## src/hdl/mfir_pkg.sv

```systemverilog
// ----------------------------------------------------------------------------
// mfir_pkg
// Shared sizes, register indexes, types and arithmetic helpers of the
// multichannel FIR filter.
// ----------------------------------------------------------------------------
package mfir_pkg;

    // Block sizing.
    localparam int CHANNELS = 8;
    localparam int MAX_TAPS = 16;

    // Field widths.
    localparam int CH_W      = 3;
    localparam int SMP_W     = 12;
    localparam int FILT_W    = 18;
    localparam int COEF_W    = 16;
    localparam int TCNT_W    = 5;
    localparam int CFG_W     = 64;
    localparam int CFG_IDX_W = 3;

    // Coefficient packing: four coefficients per 64-bit register.
    localparam int COEF_REGS     = 4;
    localparam int COEFS_PER_REG = CFG_W / COEF_W;

    // Fixed point: coefficients are Q2.14.
    localparam int Q_SHIFT    = 14;
    localparam int ROUND_HALF = 2 ** (Q_SHIFT - 1);

    // Derived sizes.
    localparam int TAP_W      = $clog2(MAX_TAPS);
    localparam int CH_IDX_W   = (CHANNELS > 1) ? $clog2(CHANNELS) : 1;
    localparam int HIST_DEPTH = CHANNELS * MAX_TAPS;
    localparam int HIST_AW    = $clog2(HIST_DEPTH);
    localparam int PROD_W     = COEF_W + SMP_W;
    localparam int ACC_W      = PROD_W + TAP_W;
    localparam int Q_W        = ACC_W - Q_SHIFT + 1;

    // Configuration register indexes.
    localparam logic [CFG_IDX_W-1:0] REG_TAP_COUNT   = CFG_IDX_W'(0);
    localparam logic [CFG_IDX_W-1:0] REG_COEF_0_3    = CFG_IDX_W'(1);
    localparam logic [CFG_IDX_W-1:0] REG_COEF_4_7    = CFG_IDX_W'(2);
    localparam logic [CFG_IDX_W-1:0] REG_COEF_8_11   = CFG_IDX_W'(3);
    localparam logic [CFG_IDX_W-1:0] REG_COEF_12_15  = CFG_IDX_W'(4);

    // Reset values: sixteen taps, tap 0 at unity gain.
    localparam logic [TCNT_W-1:0] TAP_COUNT_RST = TCNT_W'(16);
    localparam logic [CFG_W-1:0]  COEF_0_3_RST  = CFG_W'(16384);

    typedef logic signed [COEF_W-1:0] t_coef;
    typedef logic signed [ACC_W-1:0]  t_acc;
    typedef logic signed [Q_W-1:0]    t_q;
    typedef logic signed [FILT_W-1:0] t_filt;

    localparam t_q    Q_HI    = t_q'(2 ** (FILT_W - 1) - 1);
    localparam t_q    Q_LO    = t_q'(-(2 ** (FILT_W - 1)));
    localparam t_filt FILT_HI = t_filt'(2 ** (FILT_W - 1) - 1);
    localparam t_filt FILT_LO = t_filt'(-(2 ** (FILT_W - 1)));

    // Link between neighboring cells: a marker that travels with the sum.
    typedef struct packed {
        logic token;
        t_acc sum;
    } t_link;

    typedef enum logic [1:0] {
        ST_IDLE,
        ST_READ,
        ST_WAIT,
        ST_OUT
    } t_state;

    // Tap count clamped to one up to MAX_TAPS.
    function automatic logic [TCNT_W-1:0] eff_taps(input logic [TCNT_W-1:0] t);
        logic [TCNT_W-1:0] res;
        if (t == '0) begin
            res = TCNT_W'(1);
        end else if (t > TCNT_W'(MAX_TAPS)) begin
            res = TCNT_W'(MAX_TAPS);
        end else begin
            res = t;
        end
        return res;
    endfunction

    // Round half up, floor shift by the Q width, saturate to the output width.
    function automatic t_filt round_sat(input t_acc acc);
        logic signed [ACC_W:0] v;
        t_q                    q;
        t_filt                 res;
        v = (ACC_W + 1)'(acc) + (ACC_W + 1)'(ROUND_HALF);
        q = v[ACC_W:Q_SHIFT];
        if (q > Q_HI) begin
            res = FILT_HI;
        end else if (q < Q_LO) begin
            res = FILT_LO;
        end else begin
            res = q[FILT_W-1:0];
        end
        return res;
    endfunction

    // History address of one position in one channel's row.
    function automatic logic [HIST_AW-1:0] hist_addr(input logic [CH_IDX_W-1:0] ch,
                                                     input logic [TAP_W-1:0] pos);
        return HIST_AW'(int'(ch) * MAX_TAPS + int'(pos));
    endfunction

endpackage

```

## src/hdl/mfir_cell.sv

```systemverilog
// ----------------------------------------------------------------------------
// mfir_cell
// One tap of the multiply-accumulate chain. The running sum arrives from the
// left neighbor together with a token; the cell adds its coefficient times
// the sample on the shared bus and hands the sum to the right neighbor.
// ----------------------------------------------------------------------------
module mfir_cell import mfir_pkg::*; (
    input  logic             i_clk,
    input  logic             i_rst_n,
    input  t_coef            i_coef,
    input  logic             i_tap_en,
    input  logic [SMP_W-1:0] i_sample,
    input  t_link            i_link,
    output t_link            o_link
);

    logic signed [PROD_W-1:0] w_prod;
    logic                     r_token;
    t_acc                     r_sum;

    // Coefficient times the unsigned sample.
    assign w_prod = PROD_W'(i_coef) * PROD_W'($signed({1'b0, i_sample}));

    // Token travels one cell per cycle.
    always_ff @(posedge i_clk) begin
        if (!i_rst_n) begin
            r_token <= 1'b0;
        end else begin
            r_token <= i_link.token;
        end
    end

    // Accumulate when this tap is in use, otherwise pass the sum along.
    always_ff @(posedge i_clk) begin
        r_sum <= i_link.sum + (i_tap_en ? ACC_W'(w_prod) : '0);
    end

    assign o_link.token = r_token;
    assign o_link.sum   = r_sum;

endmodule

```

## config.mk

```make
export PLATFORM = sky130hd
export DESIGN_NAME = mfir_cell
export DESIGN_NICKNAME = d
export VERILOG_FILES = /design/src/hdl/mfir_pkg.sv /design/src/hdl/mfir_cell.sv
export SDC_FILE = /design/constraint.sdc
export NUM_CORES = 1
export LEC_CHECK = 0
export BUFFER_PORTS_ARGS = -buffer_cell sky130_fd_sc_hd__buf_2
export CORE_MARGIN = 2
export CORE_UTILIZATION = 55
export DETAILED_ROUTE_END_ITERATION = 6
export GPL_TIMING_DRIVEN = 0
export PLACE_DENSITY_LB_ADDON = 0.25
export SLEW_MARGIN = 10
export SYNTH_ARGS = -nofsm -noshare
export SYNTH_HDL_FRONTEND = slang
export SYNTH_SLANG_ARGS = --single-unit
```

## constraint.sdc

```tcl
create_clock -name i_clk -period 11.05 [get_ports i_clk]
set_clock_uncertainty 0.1 [all_clocks]
set_input_delay 1.105 -clock i_clk [delete_from_list [all_inputs] [get_ports i_clk]]
set_output_delay 1.105 -clock i_clk [all_outputs]
set_load 0.005 [all_outputs]
```

* Word-level counts from Yosys, hierarchy flattened
Index checks and enable logic that the tools add are counted.
** Storage, ports and cells
- Flip-flop bits (word level) :: 33
- Bits of input ports :: 64
- Output and inout bits :: 33
- Logic and storage cells :: 5
** Cells by class
- $add $sub $neg :: 1
- Multiply operators :: 1
- Muxes and demuxes :: 1
** Operators by type and width (count)
- adder 32 bit :: 1
- two-way mux 32 bit :: 1
- multiplier 16 x 13 -> 28 bit :: 1

* Longest topological paths before layout
- Depth after elaboration :: 3
- Depth in mapped cells :: 30
- Mapped depth without buffers :: 29

* Worst setup path before layout
OpenSTA, ideal clock, no wires.
- Path type :: input to register
- Start point :: input i_coef[7]
- End point :: register r_sum[31]
- Library setup time :: 0.072 ns
- Arrival :: 7.466 ns
- Data required time :: 10.878 ns
- Setup slack :: 3.413 ns
- Cell stages on the path :: 28
- Buffers on the path :: 1
- Cell sequence :: clkbuf_1 -> and2_1 -> fa_1 -> inv_1 -> fa_1 -> inv_1 -> fa_1 -> inv_1 -> fa_1 -> fa_1 -> inv_1 -> ha_1 -> a21o_1 -> a31oi_1 -> o21ai_2 -> a221oi_1 -> nand2_1 -> a21oi_1 -> xnor2_1 -> and2_1 -> ha_1 -> and3_1 -> a311oi_1 -> o21ai_0 -> o22ai_1 -> nor3_1 -> o32ai_1 -> xor2_1
** On the way
- Longest elaborated chain between the ends :: 3
** Ends and longest elaborated chain
- start: declaration :: line mfir_cell.sv:10 : input t_coef i_coef,
- multiplier 16 x 13 -> 28 bit :: line mfir_cell.sv:22 : assign w_prod = PROD_W'(i_coef) * PROD_W'($signed({1'b0, i_sample}));
- two-way mux 32 bit :: line mfir_cell.sv:35 : r_sum <= i_link.sum + (i_tap_en ? ACC_W'(w_prod) : '0);
- adder 32 bit :: line mfir_cell.sv:35
- end signal: assignment :: line mfir_cell.sv:35
- end: declaration :: line mfir_cell.sv:19 : t_acc r_sum;
No other way between the ends.
A chain may end at the register's enable or synchronous reset.

* Final worst setup path
- Start point :: input i_sample[1]
- End point :: register r_sum[31]
** On the way
- Longest elaborated chain between the ends :: 3
** Ends and longest elaborated chain
- start: declaration :: line mfir_cell.sv:12 : input logic [SMP_W-1:0] i_sample,
- multiplier 16 x 13 -> 28 bit :: line mfir_cell.sv:22
- two-way mux 32 bit :: line mfir_cell.sv:35
- adder 32 bit :: line mfir_cell.sv:35
No other way between the ends.

==> impl_metrics.yaml <==
drt:
  drtIter0Drc: 368
  drc: 0
  routed_wl_um: 20100
  vias: 7302
  wire_per_inst_um: 14.2
  drtAntennaViolNets: 0
  viasPerCell: 5.14
  first_pass_iters: 5
worst_setup_path:
  worst_path_max_delay_cell: "fa_1"
  endpoint_kind: "flop"
  critPathRequiredTime_ns: 11.16
  startpoint: "i_sample[1]"
  max_stage_delay_ns: 0.55
  crit_type: "in2reg"
  cp_max_fo: 10
  critPathMostFrequentCell: "fa_1"
  cp.arrival_ns: 8.42
  start_kind: "input pin"
sta:
  finalCritPeriodShare_pct: 75.2
  rsz0062_at_grt: "false"
  whs_ns: 0.940
  setup_viol: 0
  fmax_ghz: 0.120
  finalSetupTns_ns: 0
  max_slew_margin_pct: 46.4
  slew_violations: 0
  finalCriticalPeriod_ns: 8.31
  worstMarginPinSlew_ns: 0.798
  hold_viol_final: 0
  setup_ws_ns: 2.74
cts:
  clock_sinks: 33
  path_clk_slew_ns: 0.05
  clk_path_buf_depth: 2
  cts_setup_buffers: 0
  htree_levels: 2
  ctsHoldBuffers: 0
  root_buffer: "clkbuf_16"
  cts_buffers: 5
  cts_resized: 0
  cts_tree: "built"
die:
  pin_count: 97
  die-area_sq_um: 18300
  die_h_um: 135
  start_util_pct: 56.7
  coreArea_sq_um: 16700
  fp-row-count: 47
  die_w_um: 135
yosys:
  synth_warnings: 0
  yosys.area.top_type: "fa_1"
  avgSynthCellArea_sq_um: 8.62
  ys.flop_type: "dfxtp_1"
  async_flop_share_pct: 0
  synth_common_cells: "inv_1, fa_1, nand2_1"
  synth.distinct_cells: 54
  synth_edf_count: 0
  synth.most_common_cell: "inv_1"
  syn_nets: 1433
  yosys.area.top_type_share_pct: 37.2
  synth_area_sq_um: 9470
  seq_area_frac_synth_pct: 6.98
  synth-seq-cells: 33
  syn_inst: 1098
  synth_area_leaders: "fa_1, ha_1, inv_1"
placement:
  hpwl_um: 17900
  pre_cts_slack_ns: 2.50
  port_buffers: 96
  gp_congestion: 0.906
cells_and_area:
  finalNetCount: 1536
  fill_cells: 1464
  area_growth_syn_to_layout_pct: 9.85
  drive_gt1_share_pct: 9.40
  diodes: 0
grt:
  grt_pass1_wl_um: 34600
  grt_pass1_vias: 7430
  grt_busiest_layer: "met2"
  grt_max_degree: 12
  antenna_found_initial: 0
  met1_usage_pct: 33.1
  grt_use_total_pct: 23.4
  use_met2_pct: 38.1
  overflow: 0
  grt_use_met3_pct: 3.25
worst_hold_path:
  min_from: "i_link[32]"
  holdCritPathClass: "in2reg"
  hold_path_depth: 2
run:
  drv_cap: 0
status:
  status: "complete, no violations"
## placed cells by master, fill, tap and decap left out, types with 17 or more instances in the layout
master,instances
xor2_1,21
nand2_1,127
and2_1,119
buf_2,96
inv_1,257
nor2_1,17
xnor2_1,32
dfxtp_1,33
clkbuf_1,31
fa_1,176
o21ai_0,23
ha_1,95
a21o_1,18
a21oi_1,41
## area by class of cell
| cell class | instances | area [sq um] | share of cell area, % |
|---|---|---|---|
| flip-flops and latches | 33 | 661 | 6.35 |
| inverters | 257 | 965 | 9.28 |
| plain buffers | 32 | 124 | 1.19 |
| multi-input cells | 776 | 7720 | 74.2 |
| clock buffers | 6 | 139 | 1.34 |
| clock inverters | 2 | 37.5 | 0.361 |
| well taps | 220 | 275 | 2.65 |
| repair buffers | 96 | 480 | 4.62 |
## path summary, 6_finish.rpt
kind | slack, ns | end
worst max-delay path | 2.74 | r_sum[31]
worst min-delay path | 0.94 | r_token
## routing by layer
layer / share of wire [%] / vias to the layer above
li1: - / 3583
met1: 48 / 3487
met2: 44 / 204
met3: 5.9 / 28
met4: 2.1 / 0
met5: 0 / -
## through the flow
step                util (%)  std cells  instance area, sq um
finish                  62.3       1422                 10400
global route            62.3       1422                 10400
CTS                     62.3       1422                 10400
detailed placement      61.2       1414                 10200
global placement        61.2       1414                 10200
floorplan                  -       1098                  9470
## logic make-up after synthesis
kind of cell / after synthesis / synth area share (%)
xor+xnor: 53 / 4.90
mux: 3 / 0.317
flops: 33 / 6.98
fa+ha+maj: 271 / 49.8
buf+inv: 289 / 11.5
simple gates: 308 / 16.6
compound gates: 141 / 9.96
## critical path: cells and delay by family
kind / cells / cell delay (ns)
adders and majority gates: 7 / 3.22
AOI/OAI and AO/OA: 9 / 2.41
and+or+nand+nor: 5 / 0.84
buffers and inverters: 6 / 0.59
xor gates and xnor gates: 2 / 0.24
## flip-flops by register name (all words and copies together), names as in the netlist
name     flops
r_token      1
r_sum       32
Power is not shown: default switching activity piles up to over one toggle a cycle in this logic, so the estimate is an artifact.
