--- config.mk ---
export PLATFORM = sky130hd
export DESIGN_NAME = mfir_hist
export DESIGN_NICKNAME = d
export VERILOG_FILES = /design/src/hdl/mfir_pkg.sv /design/src/hdl/mfir_hist.sv
export SDC_FILE = /design/constraint.sdc
export NUM_CORES = 2
export LEC_CHECK = 0
export ABC_AREA = 1
export BUFFER_PORTS_ARGS = -buffer_cell sky130_fd_sc_hd__clkbuf_2
export CAP_MARGIN = 20
export CELL_PAD_IN_SITES_DETAIL_PLACEMENT = 1
export CELL_PAD_IN_SITES_GLOBAL_PLACEMENT = 1
export CORE_ASPECT_RATIO = 0.75
export CORE_MARGIN = 1.5
export CORE_UTILIZATION = 25
export DETAILED_ROUTE_END_ITERATION = 12
export PLACE_DENSITY_LB_ADDON = 0.1
export REMOVE_ABC_BUFFERS = 1
export SYNTH_ARGS = -nofsm -noshare
export SYNTH_HDL_FRONTEND = slang
export SYNTH_SLANG_ARGS = --single-unit
--- constraint.sdc ---
create_clock -name i_clk -period 3.3 [get_ports i_clk]
set_input_delay 0.99 -clock i_clk [delete_from_list [all_inputs] [get_ports i_clk]]
set_output_delay 0.99 -clock i_clk [all_outputs]
set_load 0.01 [all_outputs]
--- src/hdl/mfir_pkg.sv ---
// ----------------------------------------------------------------------------
// mfir_pkg
// Shared sizes, register indexes, types and arithmetic helpers of the
// multichannel FIR filter.
// ----------------------------------------------------------------------------
package mfir_pkg;

    // Block sizing.
    localparam int CHANNELS = 8;
    localparam int MAX_TAPS = 16;

    // Field widths.
    localparam int CH_W      = 3;
    localparam int SMP_W     = 12;
    localparam int FILT_W    = 18;
    localparam int COEF_W    = 16;
    localparam int TCNT_W    = 5;
    localparam int CFG_W     = 64;
    localparam int CFG_IDX_W = 3;

    // Coefficient packing: four coefficients per 64-bit register.
    localparam int COEF_REGS     = 4;
    localparam int COEFS_PER_REG = CFG_W / COEF_W;

    // Fixed point: coefficients are Q2.14.
    localparam int Q_SHIFT    = 14;
    localparam int ROUND_HALF = 2 ** (Q_SHIFT - 1);

    // Derived sizes.
    localparam int TAP_W      = $clog2(MAX_TAPS);
    localparam int CH_IDX_W   = (CHANNELS > 1) ? $clog2(CHANNELS) : 1;
    localparam int HIST_DEPTH = CHANNELS * MAX_TAPS;
    localparam int HIST_AW    = $clog2(HIST_DEPTH);
    localparam int PROD_W     = COEF_W + SMP_W;
    localparam int ACC_W      = PROD_W + TAP_W;
    localparam int Q_W        = ACC_W - Q_SHIFT + 1;

    // Configuration register indexes.
    localparam logic [CFG_IDX_W-1:0] REG_TAP_COUNT   = CFG_IDX_W'(0);
    localparam logic [CFG_IDX_W-1:0] REG_COEF_0_3    = CFG_IDX_W'(1);
    localparam logic [CFG_IDX_W-1:0] REG_COEF_4_7    = CFG_IDX_W'(2);
    localparam logic [CFG_IDX_W-1:0] REG_COEF_8_11   = CFG_IDX_W'(3);
    localparam logic [CFG_IDX_W-1:0] REG_COEF_12_15  = CFG_IDX_W'(4);

    // Reset values: sixteen taps, tap 0 at unity gain.
    localparam logic [TCNT_W-1:0] TAP_COUNT_RST = TCNT_W'(16);
    localparam logic [CFG_W-1:0]  COEF_0_3_RST  = CFG_W'(16384);

    typedef logic signed [COEF_W-1:0] t_coef;
    typedef logic signed [ACC_W-1:0]  t_acc;
    typedef logic signed [Q_W-1:0]    t_q;
    typedef logic signed [FILT_W-1:0] t_filt;

    localparam t_q    Q_HI    = t_q'(2 ** (FILT_W - 1) - 1);
    localparam t_q    Q_LO    = t_q'(-(2 ** (FILT_W - 1)));
    localparam t_filt FILT_HI = t_filt'(2 ** (FILT_W - 1) - 1);
    localparam t_filt FILT_LO = t_filt'(-(2 ** (FILT_W - 1)));

    // Link between neighboring cells: a marker that travels with the sum.
    typedef struct packed {
        logic token;
        t_acc sum;
    } t_link;

    typedef enum logic [1:0] {
        ST_IDLE,
        ST_READ,
        ST_WAIT,
        ST_OUT
    } t_state;

    // Tap count clamped to one up to MAX_TAPS.
    function automatic logic [TCNT_W-1:0] eff_taps(input logic [TCNT_W-1:0] t);
        logic [TCNT_W-1:0] res;
        if (t == '0) begin
            res = TCNT_W'(1);
        end else if (t > TCNT_W'(MAX_TAPS)) begin
            res = TCNT_W'(MAX_TAPS);
        end else begin
            res = t;
        end
        return res;
    endfunction

    // Round half up, floor shift by the Q width, saturate to the output width.
    function automatic t_filt round_sat(input t_acc acc);
        logic signed [ACC_W:0] v;
        t_q                    q;
        t_filt                 res;
        v = (ACC_W + 1)'(acc) + (ACC_W + 1)'(ROUND_HALF);
        q = v[ACC_W:Q_SHIFT];
        if (q > Q_HI) begin
            res = FILT_HI;
        end else if (q < Q_LO) begin
            res = FILT_LO;
        end else begin
            res = q[FILT_W-1:0];
        end
        return res;
    endfunction

    // History address of one position in one channel's row.
    function automatic logic [HIST_AW-1:0] hist_addr(input logic [CH_IDX_W-1:0] ch,
                                                     input logic [TAP_W-1:0] pos);
        return HIST_AW'(int'(ch) * MAX_TAPS + int'(pos));
    endfunction

endpackage

--- src/hdl/mfir_hist.sv ---
// ----------------------------------------------------------------------------
// mfir_hist
// Sample history memory, one row of MAX_TAPS entries per channel, with a
// valid bit per entry so that unwritten entries read as zero.
// ----------------------------------------------------------------------------
module mfir_hist import mfir_pkg::*; (
    input  logic               i_clk,
    input  logic               i_rst_n,
    input  logic               i_we,
    input  logic [HIST_AW-1:0] i_waddr,
    input  logic [SMP_W-1:0]   i_wdata,
    input  logic [HIST_AW-1:0] i_raddr,
    output logic [SMP_W-1:0]   o_rdata
);

    logic [SMP_W-1:0]      r_mem [HIST_DEPTH];
    logic [SMP_W-1:0]      r_rdata;
    logic [HIST_DEPTH-1:0] r_vld;
    logic                  r_rvld;

    // Storage array with one write and one registered read port.
    always_ff @(posedge i_clk) begin
        if (i_we) begin
            r_mem[i_waddr] <= i_wdata;
        end
        r_rdata <= r_mem[i_raddr];
    end

    // Entry valid bits, cleared at reset.
    always_ff @(posedge i_clk) begin
        if (!i_rst_n) begin
            r_vld  <= '0;
            r_rvld <= 1'b0;
        end else begin
            if (i_we) begin
                r_vld[i_waddr] <= 1'b1;
            end
            r_rvld <= r_vld[i_raddr];
        end
    end

    assign o_rdata = r_rvld ? r_rdata : '0;

endmodule

**Word-level counts from Yosys, hierarchy flattened**

Memories as Yosys holds them, arrays and structs flattened. A register that Yosys moved wholly into a read port is not among the register bits.
Index checks and enable logic that the tools add are counted.

- Bits of input ports: 29
- Memory bits (writable): 1536
- Latch bits: 0
- Output and inout bits: 12
- Register bits after elaboration: 129
- Logic and storage cells: 15
- Memories kept: 1
- ROM bits: 0

Memory list:

| name | words | bits a word | read ports | clocked after memory_dff | write ports | RTL line | RTL |
|---|---|---|---|---|---|---|---|
| r_mem | 128 | 12 | 1 | 1 | 1 | mfir_hist.sv:16 | `logic [SMP_W-1:0] r_mem [HIST_DEPTH];` |

- Reductions and logical operators: 1
- Div/mod/pow operators: 0
- Shift operators: 0
- Muxes and demuxes: 7
- Magnitude comparators: 3
- $add $sub $neg: 0
- Multipliers: 0
- Bitwise operators: 1
- Eq/ne operators: 0

Operators with widths:

| cell | number |
|---|---|
| $or A128 B128 Y128 | 1 |
| $lt A7 B8 Y1 const B | 2 |
| $mux W12 | 1 |
| $bmux W1 S7 | 1 |
| $demux W1 S7 | 1 |
| $ge A7 B1 Y1 const B | 1 |
| $mux W1 | 4 |
| $logic_and A1 B1 Y1 | 1 |

**Logic depth before layout (Yosys ltp)**

- Depth after elaboration: 5
- Gate-level depth with buffers: 15
- Mapped depth without buffers: 11

**Worst setup path after synthesis**

Ideal clock, no wire load.

- Path type: input port to flip-flop
- Start: input port i_waddr[1]
- End: memory r_mem[111][0], enable pin
- Arrival: 2.218 ns
- Path slack: 0.700 ns
- Path buffers: 1
- Library setup time: 0.382 ns
- Cell stages on the path: 7
- Data required time: 2.918 ns
- Cell sequence: inv_1 -> nor3_1 -> inv_1 -> nor2_1 -> inv_1 -> clkbuf_1 -> nor2_1

RTL lines:

| what | RTL line | RTL |
|---|---|---|
| start, declared | mfir_hist.sv:10 | `input logic [HIST_AW-1:0] i_waddr,` |
| end, declared | mfir_hist.sv:16 |  |

Straight into the memory's write port.

**Worst setup path in the final report**

- Start: register r_rvld
- End: output port o_rdata[4]

- Cells in the longest elaborated chain, start to end: 1

RTL lines:

| what | RTL line | RTL |
|---|---|---|
| start, declared | mfir_hist.sv:19 | `logic r_rvld;` |
| start signal, assigned | mfir_hist.sv:38 | `r_rvld <= r_vld[i_raddr];` |
| $mux W12 | mfir_hist.sv:42 | `assign o_rdata = r_rvld ? r_rdata : '0;` |
| end, declared | mfir_hist.sv:13 | `output logic [SMP_W-1:0] o_rdata` |

No other way between the ends.

==> metrics.txt <==
vias per cell between 4 and 5; H-tree Lvls 4; cell-internal power between 0.03 and 0.04 W; YS warnings 0; final net count 6323; CP Max Fanout 12; vias in the first global route between 40000 and 50000; clk_skew between 30 and 40 ps; drt drc 0; number of distinct library cells after synthesis 18; clock-pin slew on the worst setup and hold paths 60 ps; CTS Hold Bufs 0; number of buffers added on ports 40; Synth area leader edfxtp_1; synth cell count leaders nand2_1 (1804), nand3_1 (1561), edfxtp_1 (1536); prevailing post-synth register cell edfxtp_1; Post-synth EDFFs 1536; dpl hpwl between 150 and 200 mm; max cap viols 0; startpoint types flip-flop; Post-Place Cells just under 10000; top-count cell post-synth nand2_1; post_cts resized 0; Synth Area per Inst between 10 and 15 um^2; Multi-input gate area roughly 0.016 mm^2; crit share post-route 0.918; clk root buf clkbuf_16; Mapped Cells just under 6000; pwr/cell area approximately 600 mW/mm^2; post-route ant nets 0; Iteration-0 DRC Markers 3801; Placer Congestion 0.790; Post-Syn Area between 0.06 and 0.07 mm^2; maximum vdd ir drop around 0.33 mV; die area roughly 0.27 mm^2; Max Clk Rate 0.330 GHz; register area a little under 0.05 mm^2; Initial Util 0.251; Comb pwr share 0.074; Cell Rows approximately 170; clock share of power 0.439; WL/cell approximately 26 um; max-slew violations 0; post-route non-filler standard cell count approximately 10000; Setup CP Type flip-flop to output port; first-pass GRT wire length 370 mm; routed wire length between 200 and 300 mm; filler cell count a little under 30000; setup TNS 0 ps; Final min period 3030 ps; Congestion Overflow GR 0; switching part of the total power 0.242; share of cells above drive strength 1 0.126; Min-Delay Path Class flip-flop to flip-flop; #FFs+latches synth about 1700; Worst EP required ~2300 ps; status finished clean; Seq pwr share 0.487; largest net degree at the start of global routing 72; clock sink total 1677; initial antenna violation count 20; CP arrival between 2000 and 2500 ps; via count between 40000 and 50000; sequential share of the synthesized area 0.725; critical path capture point type output port; Hold Slack approximately 470 ps; Synth top area share 0.683; Post-CTS Setup Bufs 0; Net Switching about 0.012 W; leakage power slightly below 30 nW; GR Util All Layers 0.189; Die Wd between 600 and 700 um; Worst-Skew Late Latency between 800 and 900 ps; Clock Path Buffers 4; Area Growth Syn to Fin 20.9%; Setup Viol. Count Final 0; Hold Vio Cnt, Final 0; router iterations before antenna repair 5; Post-synth ARST share 0; Worst slew margin 0.508; RSZ-0062 raised after global routing false; Worst-Margin Slew roughly 740 ps; largest cells by area after synthesis edfxtp_1 (68%), nand3_1 (12%), nand2_1 (10%); CTS Buf Count 190; Core ar. between 0.2 and 0.3 mm^2; Chip Height 453 um; CTS tree yes; # IOs a little over 40
per-layer routing:
metal | global-route usage | wire length (um) | part of all wire
met1 | 0.294 | 136000 | 0.52
met3 | 0.0258 | 11000 | 0.042
met4 | 0.0428 | 5640 | 0.022
met2 | 0.274 | 109000 | 0.42
met5 | 0 | 27 | 0.00010
cell type report:
cell class / instances / share of cell area
repair buffers: 546 / 0.0687
clock inverters: 79 / 0.00751
diodes: 13 / 0.000399
clock buffers: 262 / 0.0653
well taps: 3590 / 0.0550
flip-flops and latches: 1677 / 0.600
multi-input cells: 3815 / 0.200
inverters: 64 / 0.00342
per-stage QoR:
stage               utilization  cell area, um^2  total power [W]  setup slack, ps
floorplan                     -            65500           0.0250            -2350
global placement          0.281            75700           0.0274             -185
detailed placement        0.281            75700           0.0274             -154
CTS                       0.303            81600           0.0486              130
global route              0.303            81600           0.0494              219
finish                    0.303            81600           0.0478              270
flip-flops by register name, indices dropped and copies added, names as in the netlist:
register	cells
r_mem	1536
r_rdata	12
r_rvld	1
r_vld	128
power by group through the flow:
stage | combinational (W) | sequential (W) | clock (W)
after floorplan | 0.00123 | 0.0237 | 0
after global placement | 0.00362 | 0.0238 | 0
after detailed placement | 0.00362 | 0.0238 | 0
after CTS | 0.00362 | 0.0233 | 0.0216
after global routing | 0.00385 | 0.0233 | 0.0223
final | 0.00355 | 0.0233 | 0.0210
final timing paths:
| kind | slack, ps | cells past startpoint | start | end |
|---|---|---|---|---|
| worst max register to register | 1240 | 9 | r_mem[19][8] | r_rdata[8] |
| worst max-delay path | 270 | 4 | r_rvld | o_rdata[4] |
| worst min-delay path | 470 | 2 | r_vld[42] | r_vld[42] |
| worst min register to register | 470 | 2 | r_vld[42] | r_vld[42] |
cells by family after synthesis:
family,after synthesis,synth area share
AO/OA/AOI/OAI,15,0.00111
AND/OR/NAND/NOR,3800,0.241
flip-flops,1677,0.725
buffers and inverters,450,0.0336
cells in the final DEF, fill, tap and decap left out, types with 24 or more instances in the layout:
| cell | n |
|---|---|
| clkbuf_8 | 24 |
| nand2_1 | 1804 |
| inv_1 | 57 |
| buf_12 | 120 |
| clkbuf_2 | 24 |
| clkbuf_16 | 193 |
| dfxtp_1 | 141 |
| nand3_1 | 1561 |
| clkinv_1 | 37 |
| edfxtp_1 | 1536 |
| nor2_1 | 419 |
| buf_4 | 386 |
| clkinv_2 | 29 |
| clkbuf_1 | 45 |
worst max-delay path, cell delays in order, from the launching register on:
cell	delay, ps
dfxtp_1	310
buf_4	220
nand2_1	140
inv_1	300
clkbuf_2	200
No activity file was read; power rests on OpenSTA's default activity.
